===== config.mk =====
export PLATFORM = sky130hd
export DESIGN_NAME = key_value_line_parser_top
export DESIGN_NICKNAME = d
export VERILOG_FILES = /design/src/sv/kvlp_pkg.sv /design/src/sv/kvlp_ram.sv /design/src/sv/key_value_line_parser_top.sv
export SDC_FILE = /design/constraint.sdc
export NUM_CORES = 1
export LEC_CHECK = 0
export BUFFER_PORTS_ARGS = -buffer_cell sky130_fd_sc_hd__buf_2
export CAP_MARGIN = 5
export CORE_MARGIN = 4
export CORE_UTILIZATION = 57
export CTS_CLUSTER_SIZE = 40
export DETAILED_ROUTE_END_ITERATION = 8
export MAX_ROUTING_LAYER = met4
export PLACE_DENSITY = 0.76
export SLEW_MARGIN = 10
export SYNTH_ARGS = -nofsm -noshare
export SYNTH_HDL_FRONTEND = slang
export SYNTH_HIERARCHICAL = 1
export SYNTH_SLANG_ARGS = --single-unit

===== constraint.sdc =====
create_clock -name clk -period 4.1 [get_ports clk]
set_input_delay 1.23 -clock clk [delete_from_list [all_inputs] [get_ports clk]]
set_output_delay 1.23 -clock clk [all_outputs]
set_load 0.01 [all_outputs]

===== src/sv/kvlp_pkg.sv =====
// Shared types, constants and character class helpers for the key/value line parser.
// Used by the parser top level and its port checker; depends on nothing.
`default_nettype none

package kvlp_pkg;

  localparam int CHAR_W     = 8;
  localparam int CFG_IDX_W  = 8;
  localparam int RESULT_CAP = 32;
  localparam int RES_CNT_W  = $clog2(RESULT_CAP);

  // Character codes
  localparam logic [CHAR_W-1:0] CH_NUL   = 8'h00;
  localparam logic [CHAR_W-1:0] CH_TAB   = 8'h09;
  localparam logic [CHAR_W-1:0] CH_LF    = 8'h0A;
  localparam logic [CHAR_W-1:0] CH_CR    = 8'h0D;
  localparam logic [CHAR_W-1:0] CH_SPACE = 8'h20;
  localparam logic [CHAR_W-1:0] CH_DIG_0 = 8'h30;
  localparam logic [CHAR_W-1:0] CH_DIG_9 = 8'h39;
  localparam logic [CHAR_W-1:0] CH_UP_A  = 8'h41;
  localparam logic [CHAR_W-1:0] CH_UP_Z  = 8'h5A;
  localparam logic [CHAR_W-1:0] CH_LO_A  = 8'h61;
  localparam logic [CHAR_W-1:0] CH_LO_Z  = 8'h7A;

  // Register indexes
  localparam logic [CFG_IDX_W-1:0] CFG_DELIMITER    = 8'd0;
  localparam logic [CFG_IDX_W-1:0] CFG_ENDING       = 8'd1;
  localparam logic [CFG_IDX_W-1:0] CFG_DROP_SPACES  = 8'd2;
  localparam logic [CFG_IDX_W-1:0] CFG_DROP_SPECIAL = 8'd3;

  // Register reset values
  localparam logic [CHAR_W-1:0] DELIMITER_RESET = 8'd61;
  localparam logic [CHAR_W-1:0] ENDING_RESET    = 8'd10;

  typedef enum logic [3:0] {
    ST_IDLE,
    ST_FLT_RD,
    ST_FLT_EV,
    ST_BOUNDS,
    ST_SCN_RD,
    ST_SCN_EV,
    ST_CALC,
    ST_TRM_RD,
    ST_TRM_EV,
    ST_CHK,
    ST_EMT_RD,
    ST_EMT_LD,
    ST_FINISH
  } state_t;

  function automatic logic is_alnum(input logic [CHAR_W-1:0] c);
    return (c >= CH_DIG_0 && c <= CH_DIG_9) || (c >= CH_UP_A && c <= CH_UP_Z) ||
           (c >= CH_LO_A && c <= CH_LO_Z);
  endfunction

  function automatic logic is_ws(input logic [CHAR_W-1:0] c);
    return (c == CH_SPACE) || (c >= CH_TAB && c <= CH_CR);
  endfunction

  function automatic logic is_end(input logic [CHAR_W-1:0] c,
                                  input logic [CHAR_W-1:0] ending);
    return (c == ending) || (c == CH_LF) || (c == CH_CR) || (c == CH_NUL);
  endfunction

  // Survives the special character filter
  function automatic logic keep_special(input logic [CHAR_W-1:0] c,
                                        input logic [CHAR_W-1:0] delim,
                                        input logic [CHAR_W-1:0] ending,
                                        input logic              drop_special);
    return !(drop_special && !is_alnum(c) && (c != delim) && !is_end(c, ending));
  endfunction

endpackage

`default_nettype wire


===== src/sv/kvlp_ram.sv =====
// Generic single write port, single read port RAM with registered read data.
// Used for the line buffers of the key/value line parser; no dependencies.
`default_nettype none

module kvlp_ram #(
  parameter int WIDTH = 8,
  parameter int DEPTH = 32,
  localparam int AW   = (DEPTH > 1) ? $clog2(DEPTH) : 1
) (
  input  wire logic             clk,
  input  wire logic             we,
  input  wire logic [AW-1:0]    waddr,
  input  wire logic [WIDTH-1:0] wdata,
  input  wire logic [AW-1:0]    raddr,
  output logic      [WIDTH-1:0] rdata
);

  logic [WIDTH-1:0] mem [DEPTH];

  // Write port
  always_ff @(posedge clk) begin
    if (we) begin
      mem[waddr] <= wdata;
    end
  end

  // Registered read port
  always_ff @(posedge clk) begin
    rdata <= mem[raddr];
  end

endmodule

`default_nettype wire


===== src/sv/key_value_line_parser_top.sv =====
// Key/value line parser: collects characters into a line buffer and, at a line end,
// splits the line at its delimiter and sends out the trimmed name and value characters.
// Depends on kvlp_pkg and kvlp_ram.
// Ordinary characters: accepted and stored, ready again the next cycle.
// Line end: a filter copy of the stored characters, then two scan passes over the trimmed
// line (delimiter search, whitespace trim), then the results, each of which may wait on
// an output stall; every pass reads one line buffer entry per step through its read port.
// Results leave through an output register; the last one may wait while input resumes.
// Reset (rst, synchronous): line length zero, configuration registers to defaults; buffers undefined.
`default_nettype none

module key_value_line_parser_top #(
  parameter int LINE_MAX = 32
) (
  input  wire logic                            clk,
  input  wire logic                            rst,
  input  wire logic                            in_valid,
  output logic                                 in_ready,
  input  wire logic [kvlp_pkg::CHAR_W-1:0]     in_char,
  output logic                                 out_valid,
  input  wire logic                            out_ready,
  output logic      [kvlp_pkg::CHAR_W-1:0]     out_char,
  output logic                                 is_value_part,
  output logic                                 last_of_pair,
  input  wire logic                            cfg_valid,
  output logic                                 cfg_ready,
  input  wire logic [kvlp_pkg::CFG_IDX_W-1:0]  cfg_index,
  input  wire logic [kvlp_pkg::CHAR_W-1:0]     cfg_data
);

  localparam int AW = (LINE_MAX > 1) ? $clog2(LINE_MAX) : 1;
  localparam int CW = $clog2(LINE_MAX + 1);
  localparam int KW = kvlp_pkg::RES_CNT_W;
  localparam logic [CW-1:0] LEN_MAX = CW'(LINE_MAX);
  localparam logic [KW-1:0] K_LAST  = KW'(kvlp_pkg::RESULT_CAP - 1);

  // Configuration registers
  logic [kvlp_pkg::CHAR_W-1:0] delimiter_char;
  logic [kvlp_pkg::CHAR_W-1:0] ending_char;
  logic                        drop_spaces;
  logic                        drop_special;

  // Control state
  kvlp_pkg::state_t state, state_next;
  logic [CW-1:0]    len, len_next;
  logic             out_valid_next;

  // Datapath registers
  logic [CW-1:0] len_proc, len_proc_next;
  logic [CW-1:0] i, i_next;
  logic [CW-1:0] n, n_next;
  logic          have_nw, have_nw_next;
  logic [CW-1:0] fnw, fnw_next;
  logic [CW-1:0] lnw1, lnw1_next;
  logic [CW-1:0] lo, lo_next;
  logic [CW-1:0] hi, hi_next;
  logic [CW-1:0] j, j_next;
  logic [CW-1:0] pd, pd_next;
  logic          pd_found, pd_found_next;
  logic [CW-1:0] pe, pe_next;
  logic          pe_found, pe_found_next;
  logic [CW-1:0] va_lo, va_lo_next;
  logic [CW-1:0] va_hi, va_hi_next;
  logic          nm_any, nm_any_next;
  logic [CW-1:0] nm_f, nm_f_next;
  logic [CW-1:0] nm_l1, nm_l1_next;
  logic          va_any, va_any_next;
  logic [CW-1:0] va_f, va_f_next;
  logic [CW-1:0] va_l1, va_l1_next;
  logic          part, part_next;
  logic [KW-1:0] k, k_next;
  logic [kvlp_pkg::CHAR_W-1:0] out_char_next;
  logic          is_value_part_next;
  logic          last_of_pair_next;

  // Line buffer ports
  logic                        store_we;
  logic [AW-1:0]               store_waddr;
  logic [AW-1:0]               store_raddr;
  logic [kvlp_pkg::CHAR_W-1:0] store_rdata;
  logic                        t_we;
  logic [AW-1:0]               t_waddr;
  logic [kvlp_pkg::CHAR_W-1:0] t_wdata;
  logic [AW-1:0]               t_raddr;
  logic [kvlp_pkg::CHAR_W-1:0] t_rdata;

  // Line as received, less the characters that the input filter drops
  kvlp_ram #(.WIDTH(kvlp_pkg::CHAR_W), .DEPTH(LINE_MAX)) u_line_ram (
    .clk   (clk),
    .we    (store_we),
    .waddr (store_waddr),
    .wdata (in_char),
    .raddr (store_raddr),
    .rdata (store_rdata)
  );

  // Filtered copy of the line
  kvlp_ram #(.WIDTH(kvlp_pkg::CHAR_W), .DEPTH(LINE_MAX)) u_filt_ram (
    .clk   (clk),
    .we    (t_we),
    .waddr (t_waddr),
    .wdata (t_wdata),
    .raddr (t_raddr),
    .rdata (t_rdata)
  );

  assign cfg_ready = 1'b1;

  // Configuration writes
  always_ff @(posedge clk) begin
    if (rst) begin
      delimiter_char <= kvlp_pkg::DELIMITER_RESET;
      ending_char    <= kvlp_pkg::ENDING_RESET;
      drop_spaces    <= 1'b0;
      drop_special   <= 1'b0;
    end else if (cfg_valid) begin
      unique case (cfg_index)
        kvlp_pkg::CFG_DELIMITER:    delimiter_char <= cfg_data;
        kvlp_pkg::CFG_ENDING:       ending_char    <= cfg_data;
        kvlp_pkg::CFG_DROP_SPACES:  drop_spaces    <= cfg_data[0];
        kvlp_pkg::CFG_DROP_SPECIAL: drop_special   <= cfg_data[0];
        default: ;
      endcase
    end
  end

  // State register and control state
  always_ff @(posedge clk) begin
    if (rst) begin
      state     <= kvlp_pkg::ST_IDLE;
      len       <= '0;
      out_valid <= 1'b0;
    end else begin
      state     <= state_next;
      len       <= len_next;
      out_valid <= out_valid_next;
    end
  end

  // Datapath registers, no reset
  always_ff @(posedge clk) begin
    len_proc      <= len_proc_next;
    i             <= i_next;
    n             <= n_next;
    have_nw       <= have_nw_next;
    fnw           <= fnw_next;
    lnw1          <= lnw1_next;
    lo            <= lo_next;
    hi            <= hi_next;
    j             <= j_next;
    pd            <= pd_next;
    pd_found      <= pd_found_next;
    pe            <= pe_next;
    pe_found      <= pe_found_next;
    va_lo         <= va_lo_next;
    va_hi         <= va_hi_next;
    nm_any        <= nm_any_next;
    nm_f          <= nm_f_next;
    nm_l1         <= nm_l1_next;
    va_any        <= va_any_next;
    va_f          <= va_f_next;
    va_l1         <= va_l1_next;
    part          <= part_next;
    k             <= k_next;
    out_char      <= out_char_next;
    is_value_part <= is_value_part_next;
    last_of_pair  <= last_of_pair_next;
  end

  // Sequencer: next state, datapath and buffer controls
  always_comb begin
    logic [CW-1:0] len_eff;
    logic          in_end;
    logic          in_keep;
    logic [CW-1:0] lo_v;
    logic [CW-1:0] hi_v;
    logic [CW-1:0] a_v;
    logic [CW-1:0] b_v;
    logic          last_v;

    state_next         = state;
    len_next           = len;
    out_valid_next     = out_valid && !out_ready;
    len_proc_next      = len_proc;
    i_next             = i;
    n_next             = n;
    have_nw_next       = have_nw;
    fnw_next           = fnw;
    lnw1_next          = lnw1;
    lo_next            = lo;
    hi_next            = hi;
    j_next             = j;
    pd_next            = pd;
    pd_found_next      = pd_found;
    pe_next            = pe;
    pe_found_next      = pe_found;
    va_lo_next         = va_lo;
    va_hi_next         = va_hi;
    nm_any_next        = nm_any;
    nm_f_next          = nm_f;
    nm_l1_next         = nm_l1;
    va_any_next        = va_any;
    va_f_next          = va_f;
    va_l1_next         = va_l1;
    part_next          = part;
    k_next             = k;
    out_char_next      = out_char;
    is_value_part_next = is_value_part;
    last_of_pair_next  = last_of_pair;

    in_ready    = 1'b0;
    store_we    = 1'b0;
    store_waddr = '0;
    store_raddr = i[AW-1:0];
    t_we        = 1'b0;
    t_waddr     = n[AW-1:0];
    t_wdata     = store_rdata;
    t_raddr     = j[AW-1:0];

    len_eff = (len >= LEN_MAX) ? '0 : len;
    in_end  = kvlp_pkg::is_end(in_char, ending_char);
    in_keep = kvlp_pkg::keep_special(in_char, delimiter_char, ending_char, drop_special) &&
              !(drop_spaces && (in_char == kvlp_pkg::CH_SPACE));
    lo_v    = '0;
    hi_v    = '0;
    a_v     = '0;
    b_v     = '0;
    last_v  = 1'b0;

    unique case (state)
      // Take characters; a full buffer restarts before the character is handled
      kvlp_pkg::ST_IDLE: begin
        in_ready = 1'b1;
        if (in_valid) begin
          if (!in_keep) begin
            len_next = len_eff;
          end else if (!in_end) begin
            store_we    = 1'b1;
            store_waddr = len_eff[AW-1:0];
            len_next    = len_eff + CW'(1);
          end else begin
            len_proc_next = len_eff;
            i_next        = '0;
            n_next        = '0;
            have_nw_next  = 1'b0;
            state_next    = (len_eff == '0) ? kvlp_pkg::ST_BOUNDS : kvlp_pkg::ST_FLT_RD;
          end
        end
      end

      kvlp_pkg::ST_FLT_RD: begin
        state_next = kvlp_pkg::ST_FLT_EV;
      end

      // Filter copy, noting first and last non-whitespace position
      kvlp_pkg::ST_FLT_EV: begin
        if (kvlp_pkg::keep_special(store_rdata, delimiter_char, ending_char, drop_special)) begin
          t_we   = 1'b1;
          n_next = n + CW'(1);
          if (!kvlp_pkg::is_ws(store_rdata)) begin
            if (!have_nw) begin
              fnw_next = n;
            end
            have_nw_next = 1'b1;
            lnw1_next    = n + CW'(1);
          end
        end
        i_next     = i + CW'(1);
        state_next = (i + CW'(1) == len_proc) ? kvlp_pkg::ST_BOUNDS : kvlp_pkg::ST_FLT_RD;
      end

      // Line bounds, trimmed as a whole when spaces are dropped
      kvlp_pkg::ST_BOUNDS: begin
        if (drop_spaces) begin
          lo_v = have_nw ? fnw  : n;
          hi_v = have_nw ? lnw1 : n;
        end else begin
          lo_v = '0;
          hi_v = n;
        end
        lo_next       = lo_v;
        hi_next       = hi_v;
        j_next        = lo_v;
        pd_found_next = 1'b0;
        pe_found_next = 1'b0;
        state_next    = (lo_v < hi_v) ? kvlp_pkg::ST_SCN_RD : kvlp_pkg::ST_FINISH;
      end

      kvlp_pkg::ST_SCN_RD: begin
        state_next = kvlp_pkg::ST_SCN_EV;
      end

      // Search for first delimiter and first ending character
      kvlp_pkg::ST_SCN_EV: begin
        if (!pd_found && (t_rdata == delimiter_char)) begin
          pd_next       = j;
          pd_found_next = 1'b1;
        end
        if (!pe_found && (t_rdata == ending_char)) begin
          pe_next       = j;
          pe_found_next = 1'b1;
        end
        j_next     = j + CW'(1);
        state_next = (j + CW'(1) == hi) ? kvlp_pkg::ST_CALC : kvlp_pkg::ST_SCN_RD;
      end

      // Name and value spans before trimming
      kvlp_pkg::ST_CALC: begin
        a_v = pd + CW'(1);
        b_v = hi;
        if (pe_found && ((pe - lo) > CW'(2))) begin
          if (a_v > pe) begin
            b_v = a_v;
            a_v = pe;
          end else begin
            b_v = pe;
          end
        end
        va_lo_next  = a_v;
        va_hi_next  = b_v;
        nm_any_next = 1'b0;
        va_any_next = 1'b0;
        j_next      = lo;
        if (!pd_found || (pd == lo)) begin
          state_next = kvlp_pkg::ST_FINISH;
        end else begin
          state_next = kvlp_pkg::ST_TRM_RD;
        end
      end

      kvlp_pkg::ST_TRM_RD: begin
        state_next = kvlp_pkg::ST_TRM_EV;
      end

      // Whitespace trim of both spans in one sweep
      kvlp_pkg::ST_TRM_EV: begin
        if (!kvlp_pkg::is_ws(t_rdata)) begin
          if ((j >= lo) && (j < pd)) begin
            if (!nm_any) begin
              nm_f_next = j;
            end
            nm_any_next = 1'b1;
            nm_l1_next  = j + CW'(1);
          end
          if ((j >= va_lo) && (j < va_hi)) begin
            if (!va_any) begin
              va_f_next = j;
            end
            va_any_next = 1'b1;
            va_l1_next  = j + CW'(1);
          end
        end
        j_next     = j + CW'(1);
        state_next = (j + CW'(1) == hi) ? kvlp_pkg::ST_CHK : kvlp_pkg::ST_TRM_RD;
      end

      kvlp_pkg::ST_CHK: begin
        j_next    = nm_f;
        part_next = 1'b0;
        k_next    = '0;
        state_next = (nm_any && va_any) ? kvlp_pkg::ST_EMT_RD : kvlp_pkg::ST_FINISH;
      end

      kvlp_pkg::ST_EMT_RD: begin
        state_next = kvlp_pkg::ST_EMT_LD;
      end

      // Load output register once free; cap on result count
      kvlp_pkg::ST_EMT_LD: begin
        if (!out_valid || out_ready) begin
          last_v = (part && (j + CW'(1) == va_l1)) || (k == K_LAST);
          out_valid_next     = 1'b1;
          out_char_next      = t_rdata;
          is_value_part_next = part;
          last_of_pair_next  = last_v;
          k_next             = k + KW'(1);
          if (last_v) begin
            state_next = kvlp_pkg::ST_FINISH;
          end else begin
            if (!part && (j + CW'(1) == nm_l1)) begin
              part_next = 1'b1;
              j_next    = va_f;
            end else begin
              j_next    = j + CW'(1);
            end
            state_next = kvlp_pkg::ST_EMT_RD;
          end
        end
      end

      // Line consumed, line length cleared
      kvlp_pkg::ST_FINISH: begin
        len_next   = '0;
        state_next = kvlp_pkg::ST_IDLE;
      end

      default: begin
        state_next = kvlp_pkg::ST_IDLE;
      end
    endcase
  end

endmodule

`default_nettype wire


==> results.md <==
- Final setup violation count: 0
- Filler cells: 3,280
- Max_cap viols: 0
- WHS Path Cells: 2
- Final #Nets: about 1,900
- Tot Pwr: 0.0137 W
- Largest net degree at the start of global routing: 71
- 1st-pass router iterations: 7
- Post-synth ARST share: 0%
- Clock Skews: 0.0224 ns
- Seq cells post-synth: 674
- Maximum vdd drop: 0.000380 V
- Final cell count without fillers: 2,508
- Vias per cell: 6.32
- Number of H-tree levels: 3
- Synth Flop Type: edfxtp_1
- Post-route ant nets: 0
- R2R cell count: 10
- TritonCTS clock tree: done
- FF-to-FF setup slack: 0.60 ns
- Mean post-synth cell area: 17.5 µm²
- Yosys Warn Count: 6
- DIE WIDTH: 232 µm
- CTS Hold Buffers Added: 0
- Post-DP HPWL: 42,300 µm
- Vias in the first global route: around 16,000
- First-pass GRT wire length: 101,000 µm
- CP startpoint kind: flip-flop
- Via count: 15,800
- CTS sink cnt: 674
- Worst rel slew slack: roughly a third
- Mapped cell area: around 29,000 µm²
- PnR worst setup slack: 0.601 ns
- Clock-pin slew on the worst setup and hold paths: roughly 0.060 ns
- P_leak: roughly 11 nW
- Post-route minimum period: 3.50 ns
- Setup_tns: 0 ns
- Pre-CTS worst setup slack: 0.0953 ns
- Die area: 53,900 µm²
- Post-Route Utilization: 65.5%
- Status: completed
- IO Port Bufs: 40
- CP Max Fanout: 13
- Crit path max-delay cell type: or3b_2
- CP Class: reg -> reg
- Worst hold path class: reg -> reg
- Clk buf depth: 3
- Max Freq: between 200 and 300 MHz
- Gr usage total: 25.5%
- Initial Util: 58.1%
- Sequential element share of the synthesized area: around 70%
- Post-DR wirelength/cell: 26.2 µm
- Commonest non-fill, non-tap cell in the layout: edfxtp_1
- Layout cells sized above 1: 24.3%
- GRT overflow: 0
- Power density over the cells: roughly 430 nW/µm²
- Post-synth cell types: 75
- Syn nets: 1,714
- Final-report hold violation count: 0
- Most used cell, CP: nor2_1
- Worst-Skew Late Latency: 0.59 ns
- Slew @ Worst Pin: 1.03 ns
- CP startpoint: state[3]
- Residual DRC: 0
- Clk Tree Root Cell: clkbuf_16
- Tcrit/Tclk final: 85.3%
- Commonest cells after routing, fill and taps aside: edfxtp_1 (629), mux4_2 (160), nor2_1 (118)
- EDFF count, synth: 629
- GPL Wtd Cong: 0.923
- Initial drt markers: around 1,900
- CP required: 4.40 ns
- Cell row count: just over 80
- Slew Viols, Final: 0
- Initial antenna violation count: 2
- Critical-path cell list: nor3_2 -> nand2_1 -> inv_1 -> nand2_1 -> nor2_1 -> nand3b_1 -> nor2_1 -> or3b_2 -> nor2_1 -> buf_4
- CP bufs+invs: 2
- CTS resizes: 0
- RR Startpoint: state[3]
- Critical Path AT: 3.80 ns
- Crit. End Element: flip-flop
- Placed Instances: roughly 2,400
- CP delay by family, top: simple AND/OR/NAND/NOR gates
- Core Box Area: 49,300 µm²
- Hold Startpoint: len[0]
- IO Count: 42
- Total length of routed wires: 65,600 µm
- Synth Instances: 1,638
- RSZ-0062 raised after global routing: no
- Worst path max stage delay: 0.58 ns
- Total CTS buffers: 66
- Cell depth of the worst setup path: 10
- Total setup buffers inserted after CTS: 0
- Area growth syn-to-layout: 12.7%
- Die height: 232 µm
==> routing by layer <==
metal	GRT usage, %	up-vias	part of all wire (%)
li1	-	6763	-
met3	3.91	96	7.6
met1	35.0	8198	40
met5	-	-	0
met2	41.8	792	51
met4	5.06	0	2.0
==> final timing paths <==
check | to
setup / recovery | u_line_ram/mem[16][2]
hold reg to reg | len[0]
hold / removal | len[0]
setup reg to reg | u_line_ram/mem[16][2]
==> sequential cells by signal, indices dropped and copies added (netlist names), 8 cells and up <==
name / count
u_line_ram/rdata: 8
u_line_ram/mem: 256
delimiter_char: 8
out_char: 8
u_filt_ram/mem: 256
u_filt_ram/rdata: 8
ending_char: 8
==> cell usage after synthesis (11+ instances only) <==
cell type | number | area share [%]
mux4_2 | 160 | 13
nand2b_1 | 13 | 0.28
buf_4 | 13 | 0.34
xor2_1 | 33 | 1.0
mux2i_1 | 33 | 1.2
nand4_1 | 17 | 0.37
dfxtp_1 | 45 | 3.1
clkbuf_1 | 31 | 0.41
a21oi_1 | 36 | 0.63
nand3b_1 | 12 | 0.31
buf_1 | 14 | 0.18
xnor2_1 | 64 | 2.0
nor2_1 | 118 | 1.5
mux2_2 | 23 | 0.90
ha_1 | 46 | 2.0
nand2_1 | 60 | 0.79
edfxtp_1 | 629 | 66
and3_1 | 12 | 0.26
o21ai_0 | 25 | 0.44
a21o_1 | 11 | 0.29
inv_1 | 62 | 0.81
nand3_1 | 24 | 0.42
==> kinds of logic after synthesis <==
family	Yosys count	synth area share, %
DFF	674	69.1
and+or+nand+nor	325	5.61
muxes	223	14.9
AOI/OAI and AO/OA	134	3.10
buffers and inverters	134	2.05
xor gates and xnor gates	99	3.12
adders and majority gates	47	2.08
other	2	0.0262
==> layout make-up <==
class,count,area [µm²],area share (%)
Clock buffer,85,1780,5.50
Timing Repair Buffer,156,1110,3.44
Sequential cell,674,19800,61.3
Clock inverter,30,243,0.752
Multi-Input combinational cell,830,8270,25.6
Antenna cell,2,5.00,0.0155
Tap cell,664,831,2.57
Inverter,67,251,0.779
==> where the power goes <==
part	switching (W)	total, W	internal, W
Combinational	0.000272	0.000413	0.000141
Sequential	0.0000342	0.00758	0.00755
Clock	0.00249	0.00575	0.00326
Total	0.00280	0.0137	0.0109
==> metrics by stage <==
stage	hold slack, ns	instance area [µm²]
finish	0.506	32300
global route	0.543	32300
CTS	0.509	32300
detailed placement	0.491	30200
global placement	0.490	30200
floorplan	0.450	28600
==> worst min-delay path: stages, from the launching register on <==
cell and delay, ns:
dfxtp_1 0.33, nand2b_1 0.07, o32ai_1 0.06
Power figures use the tool's default switching activity.
